`src/rtl/core/ccsb_pkg.sv`:
```
// ccsb_pkg: types, widths and constants shared by the sprite blitter files
// no dependencies; compiled before the interfaces and modules
`timescale 1ns / 1ps
`default_nettype none

package ccsb_pkg;

    // largest sprite side in pixels
    localparam int MAX_DIM  = 4096;
    localparam int CNT_W    = $clog2(MAX_DIM);
    localparam int DIM_W    = CNT_W + 1;

    // fixed field widths
    localparam int POS_W    = 16;
    localparam int ORG_W    = POS_W + 1;
    localparam int CTR_W    = 12;
    localparam int PCT_W    = 7;
    localparam int PIX_W    = 32;
    localparam int KEY_W    = 24;
    localparam int ADDR_W   = 26;
    localparam int DST_W    = 13;
    localparam int PITCH_W  = 15;
    localparam int PROD_W   = DIM_W + PCT_W;

    localparam int PCT_FULL = 100;

    // apb side
    localparam int APB_AW   = 4;
    localparam int APB_DW   = 32;

    localparam logic [KEY_W-1:0]   RST_COLOR_KEY   = KEY_W'(0);
    localparam logic [DST_W-1:0]   RST_DEST_WIDTH  = DST_W'(640);
    localparam logic [DST_W-1:0]   RST_DEST_HEIGHT = DST_W'(480);
    localparam logic [PITCH_W-1:0] RST_DEST_PITCH  = PITCH_W'(2560);

    typedef enum logic [0:0] {
        OP_START = 1'b0,
        OP_PIXEL = 1'b1
    } t_opcode;

    typedef enum logic [1:0] {
        REG_COLOR_KEY   = 2'd0,
        REG_DEST_WIDTH  = 2'd1,
        REG_DEST_HEIGHT = 2'd2,
        REG_DEST_PITCH  = 2'd3
    } t_reg_idx;

    // register file contents seen by the datapath
    typedef struct packed {
        logic [KEY_W-1:0]   color_key;
        logic [DST_W-1:0]   dest_width;
        logic [DST_W-1:0]   dest_height;
        logic [PITCH_W-1:0] dest_pitch;
    } t_cfg;

    typedef struct packed {
        t_opcode                   opcode;
        logic signed [POS_W-1:0]   draw_x;
        logic signed [POS_W-1:0]   draw_y;
        logic [DIM_W-1:0]          sprite_width;
        logic [DIM_W-1:0]          sprite_height;
        logic [CTR_W-1:0]          center_x;
        logic [CTR_W-1:0]          center_y;
        logic [PCT_W-1:0]          draw_percent;
        logic                      keyed_mode;
        logic [PIX_W-1:0]          pixel_value;
    } t_item;

    typedef struct packed {
        logic                write_enable;
        logic [ADDR_W-1:0]   dest_address;
        logic [PIX_W-1:0]    write_data;
        logic                last_pixel;
    } t_result;

endpackage

`default_nettype wire

```
`src/rtl/core/ccsb_item_if.sv`:
```
// ccsb_item_if: valid/ready channel carrying start and pixel items into the blitter
// depends on ccsb_pkg for field widths
`timescale 1ns / 1ps
`default_nettype none

interface ccsb_item_if;
    import ccsb_pkg::*;

    logic                    valid;
    logic                    ready;
    logic                    opcode;
    logic signed [POS_W-1:0] draw_x;
    logic signed [POS_W-1:0] draw_y;
    logic [DIM_W-1:0]        sprite_width;
    logic [DIM_W-1:0]        sprite_height;
    logic [CTR_W-1:0]        center_x;
    logic [CTR_W-1:0]        center_y;
    logic [PCT_W-1:0]        draw_percent;
    logic                    keyed_mode;
    logic [PIX_W-1:0]        pixel_value;

    modport source (
        output valid, opcode, draw_x, draw_y, sprite_width, sprite_height,
               center_x, center_y, draw_percent, keyed_mode, pixel_value,
        input  ready
    );

    modport sink (
        input  valid, opcode, draw_x, draw_y, sprite_width, sprite_height,
               center_x, center_y, draw_percent, keyed_mode, pixel_value,
        output ready
    );
endinterface

`default_nettype wire

```
`src/rtl/core/ccsb_result_if.sv`:
```
// ccsb_result_if: valid/ready channel carrying one destination transfer per sprite pixel
// depends on ccsb_pkg for field widths
`timescale 1ns / 1ps
`default_nettype none

interface ccsb_result_if;
    import ccsb_pkg::*;

    logic              valid;
    logic              ready;
    logic              write_enable;
    logic [ADDR_W-1:0] dest_address;
    logic [PIX_W-1:0]  write_data;
    logic              last_pixel;

    modport source (
        output valid, write_enable, dest_address, write_data, last_pixel,
        input  ready
    );

    modport sink (
        input  valid, write_enable, dest_address, write_data, last_pixel,
        output ready
    );
endinterface

`default_nettype wire

```
`src/rtl/core/clipped_colorkey_sprite_blitter.sv`:
```
// clipped_colorkey_sprite_blitter: color-keyed 32-bit sprite blit with destination clipping
// depends on ccsb_pkg, ccsb_item_if, ccsb_result_if and ccsb_apb_regs
//
// usage:
//   i_item takes a start item (opcode 0) with draw position, sprite size, center point,
//   width percentage and keyed mode, then the sprite pixels (opcode 1) in raster order.
//   every pixel of an active draw gives one transfer on o_result: write enable, byte
//   address row * pitch + column * 4, the pixel itself and a last-pixel flag. start
//   items and pixels that arrive with no draw active give no transfer.
//   the apb port holds color key, destination width, height and pitch; write it only
//   while no draw is in flight.
// timing:
//   an accepted item is held in the input register and, once the output register is free,
//   a pixel's result is loaded into the output register, where it is valid on o_result.
//   one item per cycle is sustained while o_result is not stalled; the per-pixel clip, key
//   compare and one 13x15 address multiply all sit between the input and output registers.
// reset and stall:
//   synchronous active-low reset empties both registers, ends any draw and restores the
//   register defaults. while o_result is stalled the result register holds and i_item
//   still takes one more item into the input register; items that give no result keep
//   flowing even behind a stalled result.
`timescale 1ns / 1ps
`default_nettype none

module clipped_colorkey_sprite_blitter
    import ccsb_pkg::*;
(
    input  wire logic              i_clk,
    input  wire logic              i_rst_n,
    ccsb_item_if.sink              i_item,
    ccsb_result_if.source          o_result,
    input  wire logic              psel,
    input  wire logic              penable,
    input  wire logic              pwrite,
    input  wire logic [APB_AW-1:0] paddr,
    input  wire logic [APB_DW-1:0] pwdata,
    output logic      [APB_DW-1:0] prdata,
    output logic                   pready
);

    t_cfg cfg;

    ccsb_apb_regs u_regs (
        .i_clk   (i_clk),
        .i_rst_n (i_rst_n),
        .psel    (psel),
        .penable (penable),
        .pwrite  (pwrite),
        .paddr   (paddr),
        .pwdata  (pwdata),
        .prdata  (prdata),
        .pready  (pready),
        .o_cfg   (cfg)
    );

    // input register
    logic  r_in_valid;
    t_item r_in;

    // draw state
    logic [ORG_W-1:0]  r_org_x, n_org_x;
    logic [ORG_W-1:0]  r_org_y, n_org_y;
    logic [DIM_W-1:0]  r_width, n_width;
    logic [DIM_W-1:0]  r_height, n_height;
    logic [PROD_W-1:0] r_len_prod, n_len_prod;
    logic [CNT_W-1:0]  r_col, n_col;
    logic [CNT_W-1:0]  r_row, n_row;
    logic              r_keyed, n_keyed;
    logic              r_busy, n_busy;

    // result register
    logic    r_res_valid;
    t_result r_res, n_res;

    logic in_take, in_consume, is_start, is_pixel, res_load, out_free;

    assign is_start   = r_in_valid && (r_in.opcode == OP_START);
    assign is_pixel   = r_in_valid && (r_in.opcode == OP_PIXEL) && r_busy;
    assign out_free   = !r_res_valid || o_result.ready;
    assign res_load   = is_pixel && out_free;
    // a pixel waits only when it needs the result register and that is full and not being taken
    assign in_consume = r_in_valid && (!is_pixel || out_free);
    assign i_item.ready = !r_in_valid || in_consume;
    assign in_take    = i_item.valid && i_item.ready;

    // start item setup
    logic [DIM_W-1:0] w_sat, h_sat;
    logic [PCT_W-1:0] pct_sat;

    always_comb begin
        w_sat   = (r_in.sprite_width > DIM_W'(MAX_DIM)) ? DIM_W'(MAX_DIM) : r_in.sprite_width;
        h_sat   = (r_in.sprite_height > DIM_W'(MAX_DIM)) ? DIM_W'(MAX_DIM)
                                                          : r_in.sprite_height;
        pct_sat = (r_in.draw_percent > PCT_W'(PCT_FULL)) ? PCT_W'(PCT_FULL)
                                                         : r_in.draw_percent;
    end

    // pixel datapath
    logic signed [ORG_W:0]         pos_x, pos_y;
    logic                          in_dest, in_len, not_key, we, last;
    logic [DIM_W-1:0]              col_p1, row_p1;
    logic [PROD_W-1:0]             col_scaled;
    logic [DST_W+PITCH_W-1:0]      row_off;
    logic [ADDR_W-1:0]             addr;

    always_comb begin
        pos_x  = $signed({r_org_x[ORG_W-1], r_org_x})
               + $signed({{(ORG_W+1-CNT_W){1'b0}}, r_col});
        pos_y  = $signed({r_org_y[ORG_W-1], r_org_y})
               + $signed({{(ORG_W+1-CNT_W){1'b0}}, r_row});
        in_dest = !pos_x[ORG_W] && !pos_y[ORG_W]
               && (pos_x[ORG_W-1:0] < ORG_W'(cfg.dest_width))
               && (pos_y[ORG_W-1:0] < ORG_W'(cfg.dest_height));
        col_p1 = {1'b0, r_col} + DIM_W'(1);
        row_p1 = {1'b0, r_row} + DIM_W'(1);
        // column < floor(width * pct / 100)  <=>  100 * (column + 1) <= width * pct
        col_scaled = PROD_W'(col_p1) * PROD_W'(PCT_FULL);
        in_len  = col_scaled <= r_len_prod;
        not_key = !r_keyed || (r_in.pixel_value[KEY_W-1:0] != cfg.color_key);
        we      = in_dest && in_len && not_key;
        last    = (col_p1 >= r_width) && (row_p1 >= r_height);
        // inside the destination both coordinates fit the register width
        row_off = {{PITCH_W{1'b0}}, pos_y[DST_W-1:0]}
                * {{DST_W{1'b0}}, cfg.dest_pitch};
        addr    = row_off[ADDR_W-1:0] + ADDR_W'({pos_x[DST_W-1:0], 2'b00});

        n_res.write_enable = we;
        n_res.dest_address = we ? addr : '0;
        n_res.write_data   = r_in.pixel_value;
        n_res.last_pixel   = last;
    end

    always_comb begin
        n_org_x    = r_org_x;
        n_org_y    = r_org_y;
        n_width    = r_width;
        n_height   = r_height;
        n_len_prod = r_len_prod;
        n_col      = r_col;
        n_row      = r_row;
        n_keyed    = r_keyed;
        n_busy     = r_busy;
        if (in_consume && is_start) begin
            n_org_x    = ORG_W'(r_in.draw_x) - ORG_W'(r_in.center_x);
            n_org_y    = ORG_W'(r_in.draw_y) - ORG_W'(r_in.center_y);
            n_width    = w_sat;
            n_height   = h_sat;
            n_len_prod = PROD_W'(w_sat) * PROD_W'(pct_sat);
            n_keyed    = r_in.keyed_mode;
            n_col      = '0;
            n_row      = '0;
            n_busy     = (w_sat != '0) && (h_sat != '0);
        end else if (res_load) begin
            if (last) begin
                n_busy = 1'b0;
                n_col  = '0;
                n_row  = '0;
            end else if (col_p1 >= r_width) begin
                n_col = '0;
                n_row = row_p1[CNT_W-1:0];
            end else begin
                n_col = col_p1[CNT_W-1:0];
            end
        end
    end

    always_ff @(posedge i_clk) begin
        if (!i_rst_n) begin
            r_in_valid  <= 1'b0;
            r_res_valid <= 1'b0;
            r_org_x     <= '0;
            r_org_y     <= '0;
            r_width     <= '0;
            r_height    <= '0;
            r_len_prod  <= '0;
            r_col       <= '0;
            r_row       <= '0;
            r_keyed     <= 1'b0;
            r_busy      <= 1'b0;
        end else begin
            if (in_take) begin
                r_in_valid <= 1'b1;
            end else if (in_consume) begin
                r_in_valid <= 1'b0;
            end
            if (res_load) begin
                r_res_valid <= 1'b1;
            end else if (o_result.ready) begin
                r_res_valid <= 1'b0;
            end
            r_org_x    <= n_org_x;
            r_org_y    <= n_org_y;
            r_width    <= n_width;
            r_height   <= n_height;
            r_len_prod <= n_len_prod;
            r_col      <= n_col;
            r_row      <= n_row;
            r_keyed    <= n_keyed;
            r_busy     <= n_busy;
        end
    end

    // payload registers
    always_ff @(posedge i_clk) begin
        if (in_take) begin
            r_in.opcode        <= t_opcode'(i_item.opcode);
            r_in.draw_x        <= i_item.draw_x;
            r_in.draw_y        <= i_item.draw_y;
            r_in.sprite_width  <= i_item.sprite_width;
            r_in.sprite_height <= i_item.sprite_height;
            r_in.center_x      <= i_item.center_x;
            r_in.center_y      <= i_item.center_y;
            r_in.draw_percent  <= i_item.draw_percent;
            r_in.keyed_mode    <= i_item.keyed_mode;
            r_in.pixel_value   <= i_item.pixel_value;
        end
        if (res_load) begin
            r_res <= n_res;
        end
    end

    assign o_result.valid        = r_res_valid;
    assign o_result.write_enable = r_res.write_enable;
    assign o_result.dest_address = r_res.dest_address;
    assign o_result.write_data   = r_res.write_data;
    assign o_result.last_pixel   = r_res.last_pixel;

    // a draw ends only on its last pixel or when a new start item replaces it
    a_busy_end: assert property (@(posedge i_clk) disable iff (!i_rst_n)
        $fell(r_busy) |-> $past(res_load && last) || $past(in_consume && is_start))
        else $error("draw ended without last pixel or start item");

    // counters stay inside the sprite while drawing
    a_cnt_range: assert property (@(posedge i_clk) disable iff (!i_rst_n)
        r_busy |-> ({1'b0, r_col} < r_width) && ({1'b0, r_row} < r_height))
        else $error("sprite counters outside sprite size");

    // skipped pixels carry a zero address
    a_skip_addr: assert property (@(posedge i_clk) disable iff (!i_rst_n)
        r_res_valid && !r_res.write_enable |-> r_res.dest_address == '0)
        else $error("skipped pixel with nonzero address");

    // an empty result register never blocks the input
    a_no_block: assert property (@(posedge i_clk) disable iff (!i_rst_n)
        !r_res_valid |-> i_item.ready)
        else $error("input stalled with empty result register");

endmodule

`default_nettype wire

```
`src/rtl/core/ccsb_apb_regs.sv`:
```
// ccsb_apb_regs: apb register file for color key and destination geometry
// depends on ccsb_pkg (t_cfg, t_reg_idx, reset values)
`timescale 1ns / 1ps
`default_nettype none

module ccsb_apb_regs
    import ccsb_pkg::*;
(
    input  wire logic              i_clk,
    input  wire logic              i_rst_n,
    input  wire logic              psel,
    input  wire logic              penable,
    input  wire logic              pwrite,
    input  wire logic [APB_AW-1:0] paddr,
    input  wire logic [APB_DW-1:0] pwdata,
    output logic      [APB_DW-1:0] prdata,
    output logic                   pready,
    output t_cfg                   o_cfg
);

    t_cfg     r_cfg;
    t_reg_idx reg_idx;
    logic     wr_en;

    assign reg_idx = t_reg_idx'(paddr[APB_AW-1:2]);
    assign wr_en   = psel && penable && pwrite;
    assign pready  = 1'b1;

    always_ff @(posedge i_clk) begin
        if (!i_rst_n) begin
            r_cfg.color_key   <= RST_COLOR_KEY;
            r_cfg.dest_width  <= RST_DEST_WIDTH;
            r_cfg.dest_height <= RST_DEST_HEIGHT;
            r_cfg.dest_pitch  <= RST_DEST_PITCH;
        end else if (wr_en) begin
            unique case (reg_idx)
                REG_COLOR_KEY:   r_cfg.color_key   <= pwdata[KEY_W-1:0];
                REG_DEST_WIDTH:  r_cfg.dest_width  <= pwdata[DST_W-1:0];
                REG_DEST_HEIGHT: r_cfg.dest_height <= pwdata[DST_W-1:0];
                REG_DEST_PITCH:  r_cfg.dest_pitch  <= pwdata[PITCH_W-1:0];
                default: ;
            endcase
        end
    end

    always_comb begin
        unique case (reg_idx)
            REG_COLOR_KEY:   prdata = APB_DW'(r_cfg.color_key);
            REG_DEST_WIDTH:  prdata = APB_DW'(r_cfg.dest_width);
            REG_DEST_HEIGHT: prdata = APB_DW'(r_cfg.dest_height);
            REG_DEST_PITCH:  prdata = APB_DW'(r_cfg.dest_pitch);
            default:         prdata = '0;
        endcase
    end

    assign o_cfg = r_cfg;

endmodule

`default_nettype wire
```
`src/flat_wrapper.sv`:
```
// flat-port wrapper written by rule: the top's interface ports become plain ports
module clipped_colorkey_sprite_blitter_flat import ccsb_pkg::*;
  (i_clk, i_rst_n, psel, penable, pwrite, paddr, pwdata, prdata, pready, i_item_valid, i_item_opcode, i_item_draw_x, i_item_draw_y, i_item_sprite_width, i_item_sprite_height, i_item_center_x, i_item_center_y, i_item_draw_percent, i_item_keyed_mode, i_item_pixel_value, i_item_ready, o_result_valid, o_result_write_enable, o_result_dest_address, o_result_write_data, o_result_last_pixel, o_result_ready);
  ccsb_item_if i_item_i ();
  ccsb_result_if o_result_i ();
  input  wire logic i_clk;
  input  wire logic i_rst_n;
  input  wire logic psel;
  input  wire logic penable;
  input  wire logic pwrite;
  input  wire logic [APB_AW-1:0] paddr;
  input  wire logic [APB_DW-1:0] pwdata;
  output logic      [APB_DW-1:0] prdata;
  output logic pready;
  input wire logic [$bits(i_item_i.valid)-1:0] i_item_valid;
  input wire logic [$bits(i_item_i.opcode)-1:0] i_item_opcode;
  input wire logic [$bits(i_item_i.draw_x)-1:0] i_item_draw_x;
  input wire logic [$bits(i_item_i.draw_y)-1:0] i_item_draw_y;
  input wire logic [$bits(i_item_i.sprite_width)-1:0] i_item_sprite_width;
  input wire logic [$bits(i_item_i.sprite_height)-1:0] i_item_sprite_height;
  input wire logic [$bits(i_item_i.center_x)-1:0] i_item_center_x;
  input wire logic [$bits(i_item_i.center_y)-1:0] i_item_center_y;
  input wire logic [$bits(i_item_i.draw_percent)-1:0] i_item_draw_percent;
  input wire logic [$bits(i_item_i.keyed_mode)-1:0] i_item_keyed_mode;
  input wire logic [$bits(i_item_i.pixel_value)-1:0] i_item_pixel_value;
  output wire logic [$bits(i_item_i.ready)-1:0] i_item_ready;
  output wire logic [$bits(o_result_i.valid)-1:0] o_result_valid;
  output wire logic [$bits(o_result_i.write_enable)-1:0] o_result_write_enable;
  output wire logic [$bits(o_result_i.dest_address)-1:0] o_result_dest_address;
  output wire logic [$bits(o_result_i.write_data)-1:0] o_result_write_data;
  output wire logic [$bits(o_result_i.last_pixel)-1:0] o_result_last_pixel;
  input wire logic [$bits(o_result_i.ready)-1:0] o_result_ready;
  assign i_item_i.valid = i_item_valid;
  assign i_item_i.opcode = i_item_opcode;
  assign i_item_i.draw_x = i_item_draw_x;
  assign i_item_i.draw_y = i_item_draw_y;
  assign i_item_i.sprite_width = i_item_sprite_width;
  assign i_item_i.sprite_height = i_item_sprite_height;
  assign i_item_i.center_x = i_item_center_x;
  assign i_item_i.center_y = i_item_center_y;
  assign i_item_i.draw_percent = i_item_draw_percent;
  assign i_item_i.keyed_mode = i_item_keyed_mode;
  assign i_item_i.pixel_value = i_item_pixel_value;
  assign i_item_ready = i_item_i.ready;
  assign o_result_valid = o_result_i.valid;
  assign o_result_write_enable = o_result_i.write_enable;
  assign o_result_dest_address = o_result_i.dest_address;
  assign o_result_write_data = o_result_i.write_data;
  assign o_result_last_pixel = o_result_i.last_pixel;
  assign o_result_i.ready = o_result_ready;
  clipped_colorkey_sprite_blitter u_core (.i_clk(i_clk), .i_rst_n(i_rst_n), .i_item(i_item_i), .o_result(o_result_i), .psel(psel), .penable(penable), .pwrite(pwrite), .paddr(paddr), .pwdata(pwdata), .prdata(prdata), .pready(pready));
endmodule
```
`config.mk`:
```
export PLATFORM = sky130hd
export DESIGN_NAME = clipped_colorkey_sprite_blitter_flat
export DESIGN_NICKNAME = d
export VERILOG_FILES = /design/src/rtl/core/ccsb_pkg.sv /design/src/rtl/core/ccsb_item_if.sv /design/src/rtl/core/ccsb_result_if.sv /design/src/rtl/core/clipped_colorkey_sprite_blitter.sv /design/src/rtl/core/ccsb_apb_regs.sv /design/src/flat_wrapper.sv
export SDC_FILE = /design/constraint.sdc
export NUM_CORES = 1
export LEC_CHECK = 0
export CORE_AREA = 2 2 166 290
export DETAILED_ROUTE_END_ITERATION = 16
export DIE_AREA = 0 0 168 292
export DONT_BUFFER_PORTS = 1
export MAX_ROUTING_LAYER = met4
export PLACE_DENSITY_LB_ADDON = 0.05
export SYNTH_ARGS = -nofsm -noshare
export SYNTH_HDL_FRONTEND = slang
export SYNTH_SLANG_ARGS = --single-unit
export TNS_END_PERCENT = 1
```
`constraint.sdc`:
```
create_clock -name i_clk -period 14.3 [get_ports i_clk]
set_input_delay 2.145 -clock i_clk [delete_from_list [all_inputs] [get_ports i_clk]]
set_output_delay 2.145 -clock i_clk [all_outputs]
set_load 0.02 [all_outputs]
```
# [After elaboration in Yosys (flattened, before gate mapping)]
# Cells that the tools add are included.
[word_totals] register_bits=356 latchBits=0 ramBits=0 romBits=0 in_bits=166 out_inout_bits=95 elab_cells=109 memories=0
[op_classes] add_sub_neg=7 multipliers=3 n_div=0 magnitude_cmp=8 n_eq_ne=4 shifts=0 muxes=15 bitwise_logic=2 n_reduce_logical=41
[ops] op="$pmux 32 s4" count=1
[ops] op="$mux 12" count=4
[ops] op="$add 17x13->18" count=2
[ops] op="$lt 17x13->1" count=2
[ops] op="$sub 16x13->17" count=2
[ops] op="$add 12x1->13 const B" count=2
[ops] op="$add 26x15->26" count=1
[ops] op="$ge 13x13->1" count=2
[ops] op="$gt 13x13->1 const B" count=2
[ops] op="$mul 13x15->26" count=1
[ops] op="$mux 13" count=2
[ops] op="$reduce_bool 13->1" count=2
[ops] op="$ne 24x24->1" count=1
[ops] op="$le 20x20->1" count=1
[ops] op="$mul 13x7->20" count=1
[ops] op="$mul 13x5->18 const B" count=1
[ops] op="$logic_and 1x1->1" count=16
[ops] op="$reduce_and 2->1" count=6
[ops] op="$reduce_bool 2->1" count=5
[ops] op="$gt 7x7->1 const B" count=1
[ops] op="$mux 1" count=7
[ops] op="$mux 7" count=1
[ops] op="$logic_not 1->1" count=6
[ops] op="$eq 2x2->1 const B" count=2
[ops] op="other kinds (5)" count=9

# [Logic depth before layout (Yosys ltp)]
[depth] depth_word=8 depth_mapped=33 depth_no_buf=33

# [Cells and area by module]
# From an unflattened synthesis, not the netlist that was laid out.
[hier_totals] cells_unflattened=2835 area_unflattened_um2=27563.9
[by_module_without_submodules] mod="clipped_colorkey_sprite_blitter" instances=1 cells_each=2544 area_each_um2=24568.6 seq_area_each_um2=7657.3
[by_module_without_submodules] mod="ccsb_apb_regs" instances=1 cells_each=291 area_each_um2=2995.4 seq_area_each_um2=1301.2

# [Worst setup path before layout]
# Ideal clock, no wire load.
[synth_path] path_kind="input -> register" from="input o_result_ready" to="register u_core.r_in (netlist bit u_core.n_res[10]), enable pin" setup_time_ps=621 arrival_ps=7784 required_ps=13679 setup_slack_ps=5895 cell_stages=3 n_path_buf=0 cell_sequence="nand2b_1 > nor2_1 > nor2b_1"
[synth_between] elab_chain_cells=5
[synth_rtl] element="start, declared" line="flat_wrapper.sv:32" source="input wire logic [$bits(o_result_i.ready)-1:0] o_result_ready;"
[synth_rtl] element="$logic_or 1x1->1" line="clipped_colorkey_sprite_blitter.sv:79" source="assign out_free = !r_res_valid || o_result.ready;"
[synth_rtl] element="$logic_or 1x1->1" line="clipped_colorkey_sprite_blitter.sv:82" source="assign in_consume = r_in_valid && (!is_pixel || out_free);"
[synth_rtl] element="$logic_and 1x1->1" line="clipped_colorkey_sprite_blitter.sv:82"
[synth_rtl] element="$logic_or 1x1->1" line="clipped_colorkey_sprite_blitter.sv:83" source="assign i_item.ready = !r_in_valid || in_consume;"
[synth_rtl] element="$logic_and 1x1->1" line="clipped_colorkey_sprite_blitter.sv:84" source="assign in_take = i_item.valid && i_item.ready;"
[synth_rtl] element="via u_core.in_take" line="clipped_colorkey_sprite_blitter.sv:75" source="logic in_take, in_consume, is_start, is_pixel, res_load, out_free;"
[synth_rtl] element="end, declared" line="clipped_colorkey_sprite_blitter.sv:58" source="t_item r_in;"
# The timed path passes the listed nets, and every way through them passes these cells.
# A chain may end at the register's enable or synchronous reset.

# [Worst setup path after layout]
[layout_path] from="register u_core.r_row[0]" to="register u_core.r_res (netlist bit u_core.o_result.dest_address[17]), data pin"
[layout_between] elab_chain_cells=7 word_cells_on_any_way=10 cone_classes="add/sub: 2; mul: 1; order compare: 1; reduce/logical: 6"
[layout_rtl] element="start, declared" line="clipped_colorkey_sprite_blitter.sv:67" source="logic [CNT_W-1:0] r_row, n_row;"
[layout_rtl] element="start signal, assigned" line="clipped_colorkey_sprite_blitter.sv:197" source="r_row <= n_row;"
[layout_rtl] element="$add 17x13->18 (*)" line="clipped_colorkey_sprite_blitter.sv:110" source="+ $signed({{(ORG_W+1-CNT_W){1'b0}}, r_row});"
[layout_rtl] element="parallel branches: the longest is 6 deep, another holds $mul 13x15->26"
[layout_rtl] element="end signal, assigned" line="clipped_colorkey_sprite_blitter.sv:218" source="r_res <= n_res;"
[layout_rtl] element="end, declared" line="clipped_colorkey_sprite_blitter.sv:73" source="t_result r_res, n_res;"
# Every way passes the cells marked *.

==> results.md <==
| Quantity | Value | Unit |
|:---|:---|:---|
| Result of the run | finished, final reports clean | - |
| Post-layout nets | 3542 | - |
| Cell with the biggest individual delay on the critical path | xnor2_2 | - |
| # Post-CTS Setup Buffers | 0 | - |
| Count of state elements after synthesis | 356 | - |
| Via count of the first global-routing pass | 21020 | - |
| Fin worst setup slack | 5.859 | ns |
| Destination of the worst register-to-register timing path | u_core.o_result.dest_address[17]$_SDFFCE_PN0P_ | - |
| Switching power as a share of total power | 29.35 | % |
| Share of power burned in registers | 42.0 | % |
| Clk Latency, worst-skew pair | 0.57 | ns |
| Critical path capture point type | flip-flop | - |
| Class of the tightest hold or removal check | flip-flop to flip-flop | - |
| Number of buffers added on ports | 0 | - |
| Clock tree from TritonCTS | yes | - |
| Number of antenna violations at the first check in global routing | 3 | - |
| Total net switching power | 0.0008113 | W |
| First-pass GRT wire length | 111.0 | mm |
| Relative slew margins | 21.68 | % |
| Lkg Pwr | 13.00 | nW |
| Post-synthesis cell type count | 76 | - |
| Maximum capacitance violations | 0 | - |
| Hold buffer count at CTS | 0 | - |
| Routed wirelength normalized by instance count | 20.21 | µm |
| Initial detailed-routing violation count | 897 | - |
| Clock buffer count from CTS | 38 | - |
| Most common cell in the netlist | nand2_1 | - |
| Clock net sink count | 356 | - |
| Wire length reported by the detailed router | 70.81 | mm |
| Post-Place Setup Slack | 5.880 | ns |
| Power density over the cells | 93.70 | nW/µm² |
| Top fanout value on the critical path | 16 | - |
| Portion of total power attributed to the clock network | 38.4 | % |
| Data arrival time of the worst path | 8.74 | ns |
| Number of top-level pins | 261 | - |
| Antenna violation net count after detailed routing | 0 | - |
| Hold Path Origin | u_core.n_res[27]$_DFFE_PP_ | - |
| Root Buffer Master | clkbuf_16 | - |
| Count of final setup violators | 0 | - |
| Half-perimeter wire length after detailed placement | 56.46 | mm |
| Area fraction of the dominant cell type after synthesis | 19.84 | % |
| Post-synth EDFFs | 183 | - |
| CP max stage delay | 0.71 | ns |
| Clock transition at path regs | 0.07 | ns |
| Synthesis-to-layout area growth | 6.518 | % |
| Kind of launch point of the worst setup path | flip-flop | - |
| Final hold violation count | 0 | - |
| Footprint of the multi-input gates | 16760 | µm² |
| Worst clock skew | 0.04072 | ns |
| Commonest register cell after synthesis | edfxtp_1 | - |
| Critical path origin | u_core.r_row[0]$_SDFFE_PP0P_ | - |
| Portion of total power attributed to combinational logic | 19.6 | % |
| Initial Utilization | 59.39 | % |
| Commonest cells post-synth | 454 x nand2_1, 412 x inv_1, 275 x ha_1 | - |
| Warnings, synthesis | 0 | - |
| Final min period | 8.441 | ns |
| R2r setup slk | 5.86 | ns |
| Number of search-and-repair iterations in the first detailed-routing pass | 10 | - |
| Most common cell on crit path | fa_1 | - |
| Placeable core region | 46640 | µm² |
| CTS HTree Levels | 2 | - |
| Slew at the pin closest to its max-slew limit | 1.170 | ns |
| Vias per Instance | 5.794 | - |
| Proportion of synthesized chip area in sequential cells | 32.34 | % |
| Maximum number of pins on one net before global-route repair | 96 | - |
| Die area | 49060 | µm² |
| Setup repair after global routing missed its margin | false | - |
| Maximum ir drop on the vdd rail | 0.0001172 | V |
| Worst Setup Path Type | flip-flop to flip-flop | - |
| Cell count after synthesis | 2939 | - |
| Required arrival time at the worst endpoint | 14.59 | ns |
| Die outline width | 168 | µm |
| FF-to-FF Start | u_core.r_row[0]$_SDFFE_PP0P_ | - |
| Fillers | 3865 | - |
| Min-Delay Endpoint | u_core.o_result.write_data[26]$_DFFE_PP_ | - |
| Synthesized area | 27700 | µm² |
| Sequential Area | 8959 | µm² |
| Async set-or-reset flop fraction in the synthesized netlist | 0 | % |
| Top post-synthesis cells by area | edfxtp_1 20%, fa_1 16%, dfxtp_1 13% | - |
| Final cycle utilization of the critical path | 59.03 | % |
| DRC Markers | 0 | - |
| Share of cells above drive strength 1 | 5.151 | % |
| Final-report max-slew violation count | 0 | - |
| Worst Reg-to-Reg Cells | 28 | - |
| Overall die height | 292 | µm |
| Maximum clock insertion buffer count | 3 | - |
| Synthesized area divided by synthesized cell count | 9.425 | µm² |
| Final-layout setup total negative slack | 0 | ns |
| Vias | 20300 | - |
| Number of cells on the worst hold path | 0 | - |
| CTS-repair resized insts | 0 | - |
| Standard-cell rows | 105 | - |
| Placer's final routability congestion estimate | 0.9178 | - |
| Overflow left after global routing | 0 | - |
| GRT Total Usage | 29.96 | % |
| Largest area contributor in the netlist | edfxtp_1 | - |
| Cell Int Power | 0.001953 | W |
| Maximum clock frequency | 0.1185 | GHz |
layout make-up:
| cell class | instances | area share [%] |
|---|---|---|
| inverters | 413 | 5.263 |
| clock inverters | 25 | 1.107 |
| multi-input cells | 2053 | 56.82 |
| clock buffers | 45 | 3.418 |
| diodes | 3 | 0.02544 |
| flip-flops and latches | 356 | 30.36 |
| well taps | 588 | 2.494 |
| repair buffers | 20 | 0.5089 |
cell usage in the layout, fill, tap and decap left out, types with 21 or more instances in the layout:
master     Yosys  layout
inv_1        412     411
xnor2_1       74      69
nor2b_1       40      38
a211oi_1      21      21
and2_1        99      99
fa_1         219     219
and3_1        27      27
a21o_1        39      39
nor3_1        40      39
xor2_1        59      59
clkbuf_16      0      39
dfxtp_1      173     173
ha_1         275     275
nand2_1      454     454
nand3_1       46      46
nor2_1       113     113
o21ai_0       84      84
edfxtp_1     183     183
a21oi_1      196     195
logic make-up after synthesis:
logic type      share of synthesized area, %
compound gates                         10.25
xor+xnor                               4.205
fa+ha+maj                              28.25
buf+inv                                7.480
flops                                  32.34
mux                                    1.129
other cells                          0.02711
simple gates                           16.31
flip-flops by register name (all words and copies together), names as in the netlist:
name,count
u_core.r_org_x,17
u_core.r_len_prod,20
u_core.o_result.write_enable,1
u_core.n_res,32
u_core.r_keyed,1
u_core.u_regs.o_cfg,65
u_core.o_result.dest_address,26
u_core.r_row,12
u_core.r_col,12
u_core.o_result.valid,1
u_core.r_busy,1
u_core.r_width,13
u_core.o_result.write_data,32
u_core.r_in,91
u_core.r_height,13
u_core.r_in_valid,1
u_core.o_result.last_pixel,1
u_core.r_org_y,17
critical path, delay by kind of cell, from the launching register on:
kind,cells,cell delay [ns]
adders and majority gates,9,3.77
AOI/OAI and AO/OA,8,1.94
xor gates and xnor gates,2,0.92
and+or+nand+nor,5,0.79
DFF,1,0.53
buffers and inverters,4,0.20
power groups by stage:
stage	Sequential, W	Combinational (W)	Clock [W]
floorplan	0.00117	0.000425	0
global placement	0.00118	0.000530	0
detailed placement	0.00118	0.000542	0
CTS	0.00116	0.000546	0.00108
global route	0.00117	0.000614	0.00111
finish	0.00116	0.000543	0.00106
layer usage:
metal	GRT usage (%)	up-vias	wire length, µm
li1	-	9602	-
met1	28.14	9946	23330
met2	57.65	533	40220
met3	3.375	217	2656
met4	17.60	0	4603
met5	-	-	0
worst max path at each step:
stage | end
after floorplan | u_core.n_res[10]$_DFFE_PP_
after global placement | u_core.o_result.dest_address[24]$_SDFFCE_PN0P_
after detailed placement | u_core.o_result.dest_address[17]$_SDFFCE_PN0P_
after CTS | u_core.o_result.dest_address[24]$_SDFFCE_PN0P_
after global routing | u_core.o_result.dest_address[22]$_SDFFCE_PN0P_
final | u_core.o_result.dest_address[17]$_SDFFCE_PN0P_
stage by stage:
step / cells / hold WS (ns) / util (%) / power [W] / area, µm²
floorplan: 2946 / 0.4003 / - / 0.001593 / 27730
global placement: 3430 / 0.4002 / 60.38 / 0.001712 / 28160
detailed placement: 3430 / 0.4045 / 60.38 / 0.001725 / 28160
CTS: 3500 / 0.4207 / 63.25 / 0.002788 / 29500
global route: 3503 / 0.4224 / 63.26 / 0.002894 / 29500
finish: 3503 / 0.4200 / 63.26 / 0.002765 / 29500
(Power assumes the default switching activity.)
